--- config.mk ---
export PLATFORM = sky130hd
export DESIGN_NAME = two_stacks_shared_buffer_top
export DESIGN_NICKNAME = d
export VERILOG_FILES = /design/src/design/tss_pkg.sv /design/src/design/tss_mem.sv /design/src/design/tss_ctrl.sv /design/src/design/two_stacks_shared_buffer_top.sv
export SDC_FILE = /design/constraint.sdc
export NUM_CORES = 1
export LEC_CHECK = 0
export BUFFER_PORTS_ARGS = -buffer_cell sky130_fd_sc_hd__buf_2
export CAP_MARGIN = 20
export CORE_AREA = 2 2 212 214
export DETAILED_ROUTE_END_ITERATION = 10
export DIE_AREA = 0 0 214 216
export PLACE_DENSITY = 0.78
export SYNTH_ARGS = -nofsm -noshare
export SYNTH_HDL_FRONTEND = slang
export SYNTH_SLANG_ARGS = --single-unit
--- constraint.sdc ---
create_clock -name clk -period 14.1 [get_ports clk]
set_input_delay 1.41 -clock clk [delete_from_list [all_inputs] [get_ports clk]]
set_output_delay 1.41 -clock clk [all_outputs]
set_load 0.05 [all_outputs]
--- src/design/tss_pkg.sv ---
// Package for the two-stack shared buffer: operation codes, status codes
// and the controller state type. No dependencies.
`timescale 1ns / 1ps

package tss_pkg;

  // Data word width of one stack entry.
  localparam int unsigned WORD_W = 32;

  // Operation codes carried by an input item.
  typedef enum logic [2:0] {
    OP_PUSH_ONE = 3'd0,
    OP_PUSH_TWO = 3'd1,
    OP_POP_ONE  = 3'd2,
    OP_POP_TWO  = 3'd3,
    OP_DUMP_ONE = 3'd4,
    OP_DUMP_TWO = 3'd5
  } op_t;

  // Result status codes.
  localparam logic [1:0] STAT_OK    = 2'd0;
  localparam logic [1:0] STAT_FULL  = 2'd1;
  localparam logic [1:0] STAT_EMPTY = 2'd2;

  // Controller states: idle and ready for an item, or streaming read data.
  typedef enum logic [0:0] {
    ST_IDLE = 1'b0,
    ST_DATA = 1'b1
  } state_t;

endpackage

--- src/design/tss_mem.sv ---
// Synchronous word memory shared by both stacks: one write port and one
// read port with registered read data. Depends on tss_pkg.
`timescale 1ns / 1ps

module tss_mem #(
  parameter int unsigned DEPTH = 16,
  parameter int unsigned AW    = 4
) (
  input  logic                              clk,
  input  logic                              wr_en,
  input  logic [AW-1:0]                     wr_addr,
  input  logic signed [tss_pkg::WORD_W-1:0] wr_data,
  input  logic                              rd_en,
  input  logic [AW-1:0]                     rd_addr,
  output logic signed [tss_pkg::WORD_W-1:0] rd_data
);

  logic signed [tss_pkg::WORD_W-1:0] mem_q [DEPTH];
  logic signed [tss_pkg::WORD_W-1:0] rd_data_r;

  // Write port.
  always_ff @(posedge clk) begin
    if (wr_en) begin
      mem_q[wr_addr] <= wr_data;
    end
  end

  // Read port; the data register holds until the next read.
  always_ff @(posedge clk) begin
    if (rd_en) begin
      rd_data_r <= mem_q[rd_addr];
    end
  end

  assign rd_data = rd_data_r;

endmodule

--- src/design/tss_ctrl.sv ---
// Controller for the two-stack shared buffer: stack counts, operation
// decode, memory access sequencing and the result register. Depends on tss_pkg.
`timescale 1ns / 1ps

module tss_ctrl #(
  parameter int unsigned DEPTH = 16,
  parameter int unsigned AW    = 4,
  parameter int unsigned CW    = 5
) (
  input  logic                              clk,
  input  logic                              rst_n,
  // Input channel.
  input  logic                              in_valid,
  output logic                              in_stall,
  input  logic [2:0]                        in_operation,
  input  logic signed [tss_pkg::WORD_W-1:0] in_push_value,
  // Result channel.
  output logic                              out_valid,
  input  logic                              out_stall,
  output logic [1:0]                        out_status,
  output logic                              out_has_data,
  output logic signed [tss_pkg::WORD_W-1:0] out_data_value,
  output logic                              out_last,
  // Memory port.
  output logic                              mem_wr_en,
  output logic [AW-1:0]                     mem_wr_addr,
  output logic signed [tss_pkg::WORD_W-1:0] mem_wr_data,
  output logic                              mem_rd_en,
  output logic [AW-1:0]                     mem_rd_addr,
  input  logic signed [tss_pkg::WORD_W-1:0] mem_rd_data
);

  localparam logic [CW-1:0] DEPTH_C = CW'(DEPTH);

  tss_pkg::state_t state_r, state_nxt;
  logic [CW-1:0]   lower_count_r, lower_count_nxt;
  logic [CW-1:0]   upper_count_r, upper_count_nxt;
  logic [CW-1:0]   remain_r, remain_nxt;
  logic [AW-1:0]   rd_addr_r, rd_addr_nxt;
  logic            down_r, down_nxt;

  logic                              out_valid_r, out_valid_nxt;
  logic [1:0]                        out_status_r, out_status_nxt;
  logic                              out_has_data_r, out_has_data_nxt;
  logic signed [tss_pkg::WORD_W-1:0] out_data_value_r, out_data_value_nxt;
  logic                              out_last_r, out_last_nxt;

  logic          out_free;
  logic          accept;
  logic          full;
  logic [CW-1:0] lower_top;
  logic [CW-1:0] upper_top;
  logic [CW-1:0] upper_free;
  logic          load_out;
  logic [1:0]    load_status;
  logic          load_has_data;
  logic          load_last;

  // The result register can take a new item when empty or being drained.
  assign out_free = !out_valid_r || !out_stall;
  assign in_stall = !((state_r == tss_pkg::ST_IDLE) && out_free);
  assign accept   = in_valid && !in_stall;

  // Stack geometry: top entries and the next free entry of stack two.
  assign full       = ((CW+1)'(lower_count_r) + (CW+1)'(upper_count_r)) >= (CW+1)'(DEPTH);
  assign lower_top  = lower_count_r - CW'(1);
  assign upper_top  = DEPTH_C - upper_count_r;
  assign upper_free = DEPTH_C - upper_count_r - CW'(1);

  // Next state, memory access and result loading.
  always_comb begin
    state_nxt       = state_r;
    lower_count_nxt = lower_count_r;
    upper_count_nxt = upper_count_r;
    remain_nxt      = remain_r;
    rd_addr_nxt     = rd_addr_r;
    down_nxt        = down_r;
    mem_wr_en       = 1'b0;
    mem_wr_addr     = lower_count_r[AW-1:0];
    mem_wr_data     = in_push_value;
    mem_rd_en       = 1'b0;
    mem_rd_addr     = rd_addr_r;
    load_out        = 1'b0;
    load_status     = tss_pkg::STAT_OK;
    load_has_data   = 1'b0;
    load_last       = 1'b1;

    unique case (state_r)
      tss_pkg::ST_IDLE: begin
        if (accept) begin
          unique case (tss_pkg::op_t'(in_operation))
            tss_pkg::OP_PUSH_ONE: begin
              load_out = 1'b1;
              if (full) begin
                load_status = tss_pkg::STAT_FULL;
              end else begin
                mem_wr_en       = 1'b1;
                mem_wr_addr     = lower_count_r[AW-1:0];
                lower_count_nxt = lower_count_r + CW'(1);
              end
            end
            tss_pkg::OP_PUSH_TWO: begin
              load_out = 1'b1;
              if (full) begin
                load_status = tss_pkg::STAT_FULL;
              end else begin
                mem_wr_en       = 1'b1;
                mem_wr_addr     = upper_free[AW-1:0];
                upper_count_nxt = upper_count_r + CW'(1);
              end
            end
            tss_pkg::OP_POP_ONE: begin
              if (lower_count_r == '0) begin
                load_out    = 1'b1;
                load_status = tss_pkg::STAT_EMPTY;
              end else begin
                mem_rd_en       = 1'b1;
                mem_rd_addr     = lower_top[AW-1:0];
                rd_addr_nxt     = lower_top[AW-1:0];
                lower_count_nxt = lower_top;
                remain_nxt      = '0;
                state_nxt       = tss_pkg::ST_DATA;
              end
            end
            tss_pkg::OP_POP_TWO: begin
              if (upper_count_r == '0) begin
                load_out    = 1'b1;
                load_status = tss_pkg::STAT_EMPTY;
              end else begin
                mem_rd_en       = 1'b1;
                mem_rd_addr     = upper_top[AW-1:0];
                rd_addr_nxt     = upper_top[AW-1:0];
                upper_count_nxt = upper_count_r - CW'(1);
                remain_nxt      = '0;
                state_nxt       = tss_pkg::ST_DATA;
              end
            end
            tss_pkg::OP_DUMP_ONE: begin
              if (lower_count_r == '0) begin
                load_out = 1'b1;
              end else begin
                mem_rd_en   = 1'b1;
                mem_rd_addr = lower_top[AW-1:0];
                rd_addr_nxt = lower_top[AW-1:0];
                remain_nxt  = lower_top;
                down_nxt    = 1'b1;
                state_nxt   = tss_pkg::ST_DATA;
              end
            end
            tss_pkg::OP_DUMP_TWO: begin
              if (upper_count_r == '0) begin
                load_out = 1'b1;
              end else begin
                mem_rd_en   = 1'b1;
                mem_rd_addr = upper_top[AW-1:0];
                rd_addr_nxt = upper_top[AW-1:0];
                remain_nxt  = upper_count_r - CW'(1);
                down_nxt    = 1'b0;
                state_nxt   = tss_pkg::ST_DATA;
              end
            end
            default: begin
              // Unused codes are consumed without a result.
            end
          endcase
        end
      end
      tss_pkg::ST_DATA: begin
        // When the result register is free, hand it the read word and fetch the next one unless it was the last.
        if (out_free) begin
          load_out      = 1'b1;
          load_has_data = 1'b1;
          load_last     = (remain_r == '0);
          if (remain_r == '0) begin
            state_nxt = tss_pkg::ST_IDLE;
          end else begin
            mem_rd_en   = 1'b1;
            mem_rd_addr = down_r ? (rd_addr_r - AW'(1)) : (rd_addr_r + AW'(1));
            rd_addr_nxt = mem_rd_addr;
            remain_nxt  = remain_r - CW'(1);
          end
        end
      end
      default: begin
        state_nxt = tss_pkg::ST_IDLE;
      end
    endcase
  end

  // Result register next values.
  always_comb begin
    out_status_nxt     = out_status_r;
    out_has_data_nxt   = out_has_data_r;
    out_data_value_nxt = out_data_value_r;
    out_last_nxt       = out_last_r;
    if (load_out) begin
      out_valid_nxt      = 1'b1;
      out_status_nxt     = load_status;
      out_has_data_nxt   = load_has_data;
      out_data_value_nxt = load_has_data ? mem_rd_data : '0;
      out_last_nxt       = load_last;
    end else if (out_valid_r && !out_stall) begin
      out_valid_nxt = 1'b0;
    end else begin
      out_valid_nxt = out_valid_r;
    end
  end

  // Control registers.
  always_ff @(posedge clk) begin
    if (!rst_n) begin
      state_r       <= tss_pkg::ST_IDLE;
      lower_count_r <= '0;
      upper_count_r <= '0;
      out_valid_r   <= 1'b0;
    end else begin
      state_r       <= state_nxt;
      lower_count_r <= lower_count_nxt;
      upper_count_r <= upper_count_nxt;
      out_valid_r   <= out_valid_nxt;
    end
  end

  // Sequencing and payload registers.
  always_ff @(posedge clk) begin
    remain_r         <= remain_nxt;
    rd_addr_r        <= rd_addr_nxt;
    down_r           <= down_nxt;
    out_status_r     <= out_status_nxt;
    out_has_data_r   <= out_has_data_nxt;
    out_data_value_r <= out_data_value_nxt;
    out_last_r       <= out_last_nxt;
  end

  assign out_valid      = out_valid_r;
  assign out_status     = out_status_r;
  assign out_has_data   = out_has_data_r;
  assign out_data_value = out_data_value_r;
  assign out_last       = out_last_r;

endmodule

--- src/design/two_stacks_shared_buffer_top.sv ---
// Two LIFO stacks in one shared memory of DEPTH words.
// Push, empty pop and empty dump: the result is registered in the cycle after acceptance.
// Unused codes: accepted and give no result.
// Pop: one memory read, then the word goes to the result register; next item after the result.
// Dump of n words: one result per cycle behind the memory read port while out_stall is low.
// Reset clears both stack counts and the result valid flag; memory is not cleared.
`timescale 1ns / 1ps

module two_stacks_shared_buffer_top #(
  parameter int unsigned DEPTH = 16
) (
  input  logic                              clk,
  input  logic                              rst_n,
  input  logic                              in_valid,
  output logic                              in_stall,
  input  logic [2:0]                        in_operation,
  input  logic signed [tss_pkg::WORD_W-1:0] in_push_value,
  output logic                              out_valid,
  input  logic                              out_stall,
  output logic [1:0]                        out_status,
  output logic                              out_has_data,
  output logic signed [tss_pkg::WORD_W-1:0] out_data_value,
  output logic                              out_last
);

  localparam int unsigned AW = (DEPTH > 1) ? $clog2(DEPTH) : 1;
  localparam int unsigned CW = $clog2(DEPTH + 1);

  logic                              mem_wr_en;
  logic [AW-1:0]                     mem_wr_addr;
  logic signed [tss_pkg::WORD_W-1:0] mem_wr_data;
  logic                              mem_rd_en;
  logic [AW-1:0]                     mem_rd_addr;
  logic signed [tss_pkg::WORD_W-1:0] mem_rd_data;

  // Stack controller.
  tss_ctrl #(
    .DEPTH (DEPTH),
    .AW    (AW),
    .CW    (CW)
  ) u_ctrl (
    .clk            (clk),
    .rst_n          (rst_n),
    .in_valid       (in_valid),
    .in_stall       (in_stall),
    .in_operation   (in_operation),
    .in_push_value  (in_push_value),
    .out_valid      (out_valid),
    .out_stall      (out_stall),
    .out_status     (out_status),
    .out_has_data   (out_has_data),
    .out_data_value (out_data_value),
    .out_last       (out_last),
    .mem_wr_en      (mem_wr_en),
    .mem_wr_addr    (mem_wr_addr),
    .mem_wr_data    (mem_wr_data),
    .mem_rd_en      (mem_rd_en),
    .mem_rd_addr    (mem_rd_addr),
    .mem_rd_data    (mem_rd_data)
  );

  // Shared word memory.
  tss_mem #(
    .DEPTH (DEPTH),
    .AW    (AW)
  ) u_mem (
    .clk     (clk),
    .wr_en   (mem_wr_en),
    .wr_addr (mem_wr_addr),
    .wr_data (mem_wr_data),
    .rd_en   (mem_rd_en),
    .rd_addr (mem_rd_addr),
    .rd_data (mem_rd_data)
  );

endmodule
# After elaboration in Yosys (flattened, before gate mapping)
# Memory sizes are Yosys's and may differ from the RTL's. A register that Yosys moved wholly into a read port is not among the register bits.
# Cells that the tools add are included.
# op_classes
add_sub_neg	10
magnitude_cmp	1
eq_ne	19
mux	56
bitwise	2
reduce_logical	24
# op_table
op	n
2-to-1 mux 5 bit	9
2-to-1 mux 4 bit	10
one-hot mux 5 bit (2 select lines)	3
2-to-1 mux 1 bit	22
one-hot mux 5 bit (4 select lines)	1
inequality test 2 bit, second input constant	8
one-hot mux 4 bit (2 select lines)	2
logical NOT 5 bit	3
AND reduction 5 bit	3
subtractor 5 x 1 -> 5 bit, second input constant	3
inequality test 3 bit, second input constant	4
adder 5 x 1 -> 5 bit, second input constant	2
one-hot mux 1 bit (2 select lines)	5
AND reduction 8 bit	1
nonzero test 2 bit	4
OR reduction 2 bit	4
subtractor 4 x 1 -> 4 bit, second input constant	2
adder 5 x 5 -> 6 bit	1
== test 3 x 2 -> 1 bit, second input constant	2
== test 3 bit, second input constant	2
greater-or-equal comparator 6 x 5 -> 1 bit, second input constant	1
one-hot mux 2 bit (3 select lines)	1
inequality test 5 bit, second input constant	1
adder 4 x 1 -> 4 bit, second input constant	1
11 further kinds	17
# word_totals
reg_bits	58
ram_bits	512
inputBits	39
out_inout_bits	38
word_cells	124
memories	1
# mem_list
memory	depth	word_bits	read_ports	rd_ports_with_merged_regs	wr	line	rtl
u_mem.mem_q	16	32	1	1	1	tss_mem.sv:18	logic signed [tss_pkg::WORD_W-1:0] mem_q [DEPTH];

# Longest topological paths before layout
# logic_depth
ltp_word	8
mapped_depth	14
ltp_nobuf	10

# Cells and area by module
# Synthesis repeated with hierarchy kept, for this count alone.
# hier_totals
cells_unflattened	1163
area_unflattened_um2	23553.8
# by_module_without_submodules
module	n_inst	cells_per_inst	area_each_um2	seq_area_each_um2
tss_mem	1	838	20155.6	16335.7
tss_ctrl	1	325	3398.3	1581.5

# Worst setup path before layout
# No wires, ideal clock.
# synth_timing
path_kind	input-to-reg
from	input port out_stall
to	memory u_mem.mem_q[5][0] in the netlist's numbering, enable pin
setup_time_ns	0.432
arrival_ns	4.886
required_ns	13.668
setup_slack_ns	8.782
stages	7
path_buffers	1
path_cell_list	a21oi_1 -> inv_1 -> or4_1 -> a2111o_1 -> clkbuf_1 -> or3_1 -> a21oi_1
# synth_between
elab_chain_len	8
word_cells_on_any_way	10
cone_classes	mux: 6; reduce/logical: 4
# synth_lines
item	line	rtl
start, declared	two_stacks_shared_buffer_top.sv:19	input logic out_stall,
logical NOT 1 bit *	tss_ctrl.sv:60	assign out_free = !out_valid_r || !out_stall;
logical OR 1 bit *	tss_ctrl.sv:60	
logical AND 1 bit *	tss_ctrl.sv:61	assign in_stall = !((state_r == tss_pkg::ST_IDLE) && out_free);
logical AND 1 bit *	tss_ctrl.sv:62	assign accept = in_valid && !in_stall;
2-to-1 mux 1 bit	tss_ctrl.sv:90	if (accept) begin
2-to-1 mux 1 bit	tss_ctrl.sv:88	unique case (state_r)
2-to-1 mux 1 bit	tss_mem.sv:23	if (wr_en) begin
2-to-1 mux 1 bit (implied by the code)	tss_mem.sv:24	mem_q[wr_addr] <= wr_data;
end, declared	tss_mem.sv:18	
# Every way passes the cells marked *; elsewhere a longest branch is shown, timed or not.

# Worst setup path in the final report
# layout_timing
from	register u_ctrl.upper_count_r[0]
to	register u_mem.rd_data_r (netlist bit u_mem.rd_data[12]), read port of u_mem.mem_q (data pin)
# layout_between
elab_chain_len	5
word_cells_on_any_way	10
cone_classes	add/sub: 1; mux: 8; reduce/logical: 1
# layout_lines
item	line	rtl
start, declared	tss_ctrl.sv:37	logic [CW-1:0] upper_count_r, upper_count_nxt;
start signal, assigned	tss_ctrl.sv:219	upper_count_r <= upper_count_nxt;
subtractor 1 x 4 -> 4 bit / logical NOT 5 bit (equally long branches)	tss_ctrl.sv:67, tss_ctrl.sv:126, tss_ctrl.sv:151	
2-to-1 mux 4 bit / 2-to-1 mux 1 bit (equally long branches)	-	
one-hot mux 4 bit (2 select lines) / one-hot mux 1 bit (2 select lines) (equally long branches)	-	
2-to-1 mux 4 bit / 2-to-1 mux 1 bit (equally long branches)	-	
one-hot mux 4 bit (2 select lines) / one-hot mux 1 bit (2 select lines) (equally long branches)	-	
end, declared	tss_mem.sv:19	logic signed [tss_pkg::WORD_W-1:0] rd_data_r;
# Parallel ways exist; a longest one is shown, timed or not.
# A chain may end at the register's enable or synchronous reset.

==> impl_metrics.csv <==
group,metric,value,unit
critical_path,cp_cell_sequence,"inv_1 > ha_1 > nor4b_1 > o32ai_1 > nand2_1 > and2_4 > buf_4 > mux4_2 > a22oi_1 > o41ai_2",
floorplan,io_pins,77,
global_route,antenna_found_initial,4,
run_status,status,"finished clean",
global_route,grt_pass1_wl,81630,um
detailed_routing,drtPass1Iterations,5,
timing,max_freq,188.4,MHz
timing,slew_viol_final,0,
final_layout,final_cell_mix,"edfxtp_1 (586), nand2_1 (162), buf_2 (77), and2_1 (64), mux4_2 (64)",
clock_tree,cts_tree,"done",
floorplan,design.core.area,0.04384,mm^2
critical_path,cpPeakStageDelay,0.78,ns
clock_tree,post-cts-setup-buffer-count,0,
timing,setup_viol,0,
pwr,ir_drop,0.0001297,V
logic_synthesis,synth_area,0.02400,mm^2
clock_tree,cts-root-buf,"clkbuf_16",
global_route,grt-ovfl-total,0,
final_layout,final_area,0.02695,mm^2
detailed_routing,drtAntennaViolNets,0,
timing,setup_tns,0,ns
detailed_routing,routed_wl,55020,um
timing,finalWorstSetupSlack,8.792,ns
global_route,grt_max_degree,113,
final_layout,layout-drive-gt1-share,0.2099,
logic_synthesis,synth-seq-cells,602,
critical_path,r2r_start,"u_ctrl.upper_count_r[0]$_SDFFE_PN0P_",
clock_tree,cts.sinks,602,
clock_tree,clock_latency,0.62,ns
logic_synthesis,syn_avg_cell_area,17.36,um^2
place,place_area,0.02512,mm^2
final_layout,regArea,0.01792,mm^2
critical_path,cp-startpoint,"u_ctrl.upper_count_r[0]$_SDFFE_PN0P_",
critical_path,worst_path_max_delay_cell,"buf_4",
logic_synthesis,synth_top_area_cell,"edfxtp_1",
pwr,pwr-share-comb,0.229,
global_route,grt_pass1_vias,13016,
critical_path,end_kind,"register",
detailed_routing,post_drt_via_cell_ratio,6.254,
timing,finalHoldViolCount,0,
run,max_cap_violations,0,
critical_path,worst-path-buf-inv,2,
timing,hold-worst-slack,0.5196,ns
critical_path,critical-path-top-delay-family,"simple AND/OR/NAND/NOR gates",
final_layout,utilization,0.6147,
pwr,p_seq_frac,0.445,
floorplan,die_area,0.04622,mm^2
pwr,switchingPower,1.314,mW
critical_path,crit_cells,10,
clock_tree,hold_buffers,0,
pwr,power_switching_share,0.2861,
pwr,powerDensity,170.5,mW/mm^2
timing,slew_headroom,0.2629,
critical_path,r2r_slack,8.79,ns
final_layout,syn_to_final_growth,12.28,%
worst_hold_path,hp-class,"register to register",
critical_path,crit_arrival,5.65,ns
pwr,p_int,3.281,mW
clock_tree,clk_pin_slew,0.06,ns
logic_synthesis,synth_top_area_frac,0.7333,
timing,fin_crit,5.308,ns
logic_synthesis,ys_types,67,
detailed_routing,wl_per_cell,26.08,um
global_route,grt_usage,0.2387,
clock_tree,clock_path_buffers,3,
floorplan,initial_utilization,0.5475,
pwr,p_leak,9.095,nW
critical_path,crit_fanout,40,
logic_synthesis,synth_area_leaders,"edfxtp_1 (73%), mux4_2 (6.0%), nand2_1 (2.5%)",
final_layout,multi_input_area,0.005781,mm^2
pwr,p_clk_frac,0.325,
critical_path,crit_required,14.44,ns
logic_synthesis,synthFlopType,"edfxtp_1",
final_layout,final_common_cell,"edfxtp_1",
floorplan,die_h,216,um
detailed_routing,drc,0,
logic_synthesis,synth-async-reset-ratio,0,
logic_synthesis,synth_edf_count,586,
timing,fin_skew,0.01817,ns
logic_synthesis,synthCells,1382,
logic_synthesis,yosys_warnings,0,
critical_path,reg2reg_depth,10,
place,place.gp.congestion,0.9155,
place,pre_cts_ws,8.572,ns
final_layout,nFillCells,3014,
place,io_buffers,76,
critical_path,startpoint_type,"register",
floorplan,die_x,214,um
critical_path,crit_end,"u_mem.rd_data[12]$_DFFE_PP_",
place,dp_hpwl,28920,um
clock_tree,cts_resized,0,
timing,worstMarginPinSlew,1.094,ns
logic_synthesis,syn_nets,1435,
floorplan,num_rows,77,
final_layout,fin_nets,1520,
detailed_routing,drt_iter0_markers,1743,
critical_path,r2r-end,"u_mem.rd_data[12]$_DFFE_PP_",
clock_tree,htreeDepth,2,
detailed_routing,vias,13196,
timing,rsz0062_at_grt,"false",
clock_tree,numCtsBuffers,57,
timing,timing.final.crit_share,0.3764,
logic_synthesis,ys_seq_area_frac,0.7466,
critical_path,crit_type,"register to register",
## power by group through the flow
stage          combinational (mW)  sequential (mW)  clock (mW)
4_1_cts                      1.05             2.05        1.51
5_1_grt                      1.12             2.05        1.58
2_1_floorplan               0.757             2.11           0
3_3_place_gp                 1.01             2.08           0
6_report                     1.05             2.05        1.49
3_5_place_dp                 1.04             2.08           0
## flip-flops by register name (all words and copies together) (netlist names)
register,count
u_mem.mem_q,512
u_ctrl.state_r,1
u_ctrl.down_r,1
u_ctrl.upper_count_r,5
u_ctrl.out_data_value,32
u_ctrl.lower_count_r,5
u_ctrl.out_has_data,1
u_ctrl.out_last,1
u_mem.rd_data,32
u_ctrl.rd_addr_r,4
u_ctrl.out_status,2
u_ctrl.out_valid,1
u_ctrl.remain_r,5
## per-stage QoR
step | instances | total power, mW
4_1_cts | 2107 | 4.611
3_5_place_dp | 2000 | 3.124
3_3_place_gp | 1998 | 3.095
5_1_grt | 2108 | 4.754
6_report | 2110 | 4.595
2_1_floorplan | 1382 | 2.870
## Yosys cell counts, types with 3 or more instances
cell,number
edfxtp_1,586
nand2_1,163
and2_1,65
mux4_2,64
clkbuf_1,46
mux2i_1,33
a22oi_1,32
nor2_1,31
a32o_1,27
a211oi_1,26
and3_1,26
a31oi_1,22
a21oi_1,20
buf_2,20
o41ai_2,20
dfxtp_1,16
nor3_1,15
o21ai_0,14
ha_1,13
inv_1,13
a22o_1,12
buf_6,12
nand3_1,11
xnor2_1,10
o221ai_1,6
o41ai_1,6
or3_1,6
xor2_1,6
nand2b_1,5
o22ai_1,4
nor2b_1,3
o211a_1,3
o211ai_1,3
## cell families (layout without fill, tap and decap cells)
group                      Yosys count  count (layout)  synth area share
other                                0               3                 0
and+or+nand+nor                    340             340           0.06877
AOI/OAI and AO/OA                  216             216           0.07602
xor gates and xnor gates            16              16          0.005839
buffers and inverters               95             228           0.01997
muxes                               98              98           0.07477
adders and majority gates           15              15          0.008029
DFF                                602             602            0.7466
## area by class of cell
class / instances / share of cell area
flip-flops and latches: 602 / 0.6649
multi-input cells: 685 / 0.2145
clock buffers: 63 / 0.05377
well taps: 592 / 0.02749
repair buffers: 106 / 0.02285
clock inverters: 44 / 0.01388
inverters: 15 / 0.002275
diodes: 3 / 0.0002786
## how the worst min path moves through the flow
stage,from,end,cells past startpoint
detailed placement,u_mem.rd_data[18]$_DFFE_PP_,u_ctrl.out_data_value[18]$_SDFFCE_PN0P_,1
global route,u_mem.rd_data[27]$_DFFE_PP_,u_ctrl.out_data_value[27]$_SDFFCE_PN0P_,1
global placement,u_mem.rd_data[12]$_DFFE_PP_,u_ctrl.out_data_value[12]$_SDFFCE_PN0P_,1
CTS,u_mem.rd_data[18]$_DFFE_PP_,u_ctrl.out_data_value[18]$_SDFFCE_PN0P_,1
floorplan,u_ctrl.upper_count_r[1]$_SDFFE_PN0P_,u_ctrl.upper_count_r[1]$_SDFFE_PN0P_,2
finish,u_mem.rd_data[28]$_DFFE_PP_,u_ctrl.out_data_value[28]$_SDFFCE_PN0P_,1
## per-layer routing
metal / share of wire / track usage / vias to the layer above
met3: 0.097 / 0.04989 / 99
li1: - / - / 5685
met2: 0.49 / 0.3883 / 752
met4: 0.029 / 0.08462 / 2
met5: 0.00020 / 0 / -
met1: 0.38 / 0.3227 / 6658
## worst reg2reg max path: stages (launching register included)
cell and delay (ns):
dfxtp_1 0.42, inv_1 0.23, ha_1 0.30, nor4b_1 0.74
o32ai_1 0.18, nand2_1 0.65, and2_4 0.73, buf_4 0.79
mux4_2 0.63, a22oi_1 0.25, o41ai_2 0.12
(Power assumes the default switching activity.)
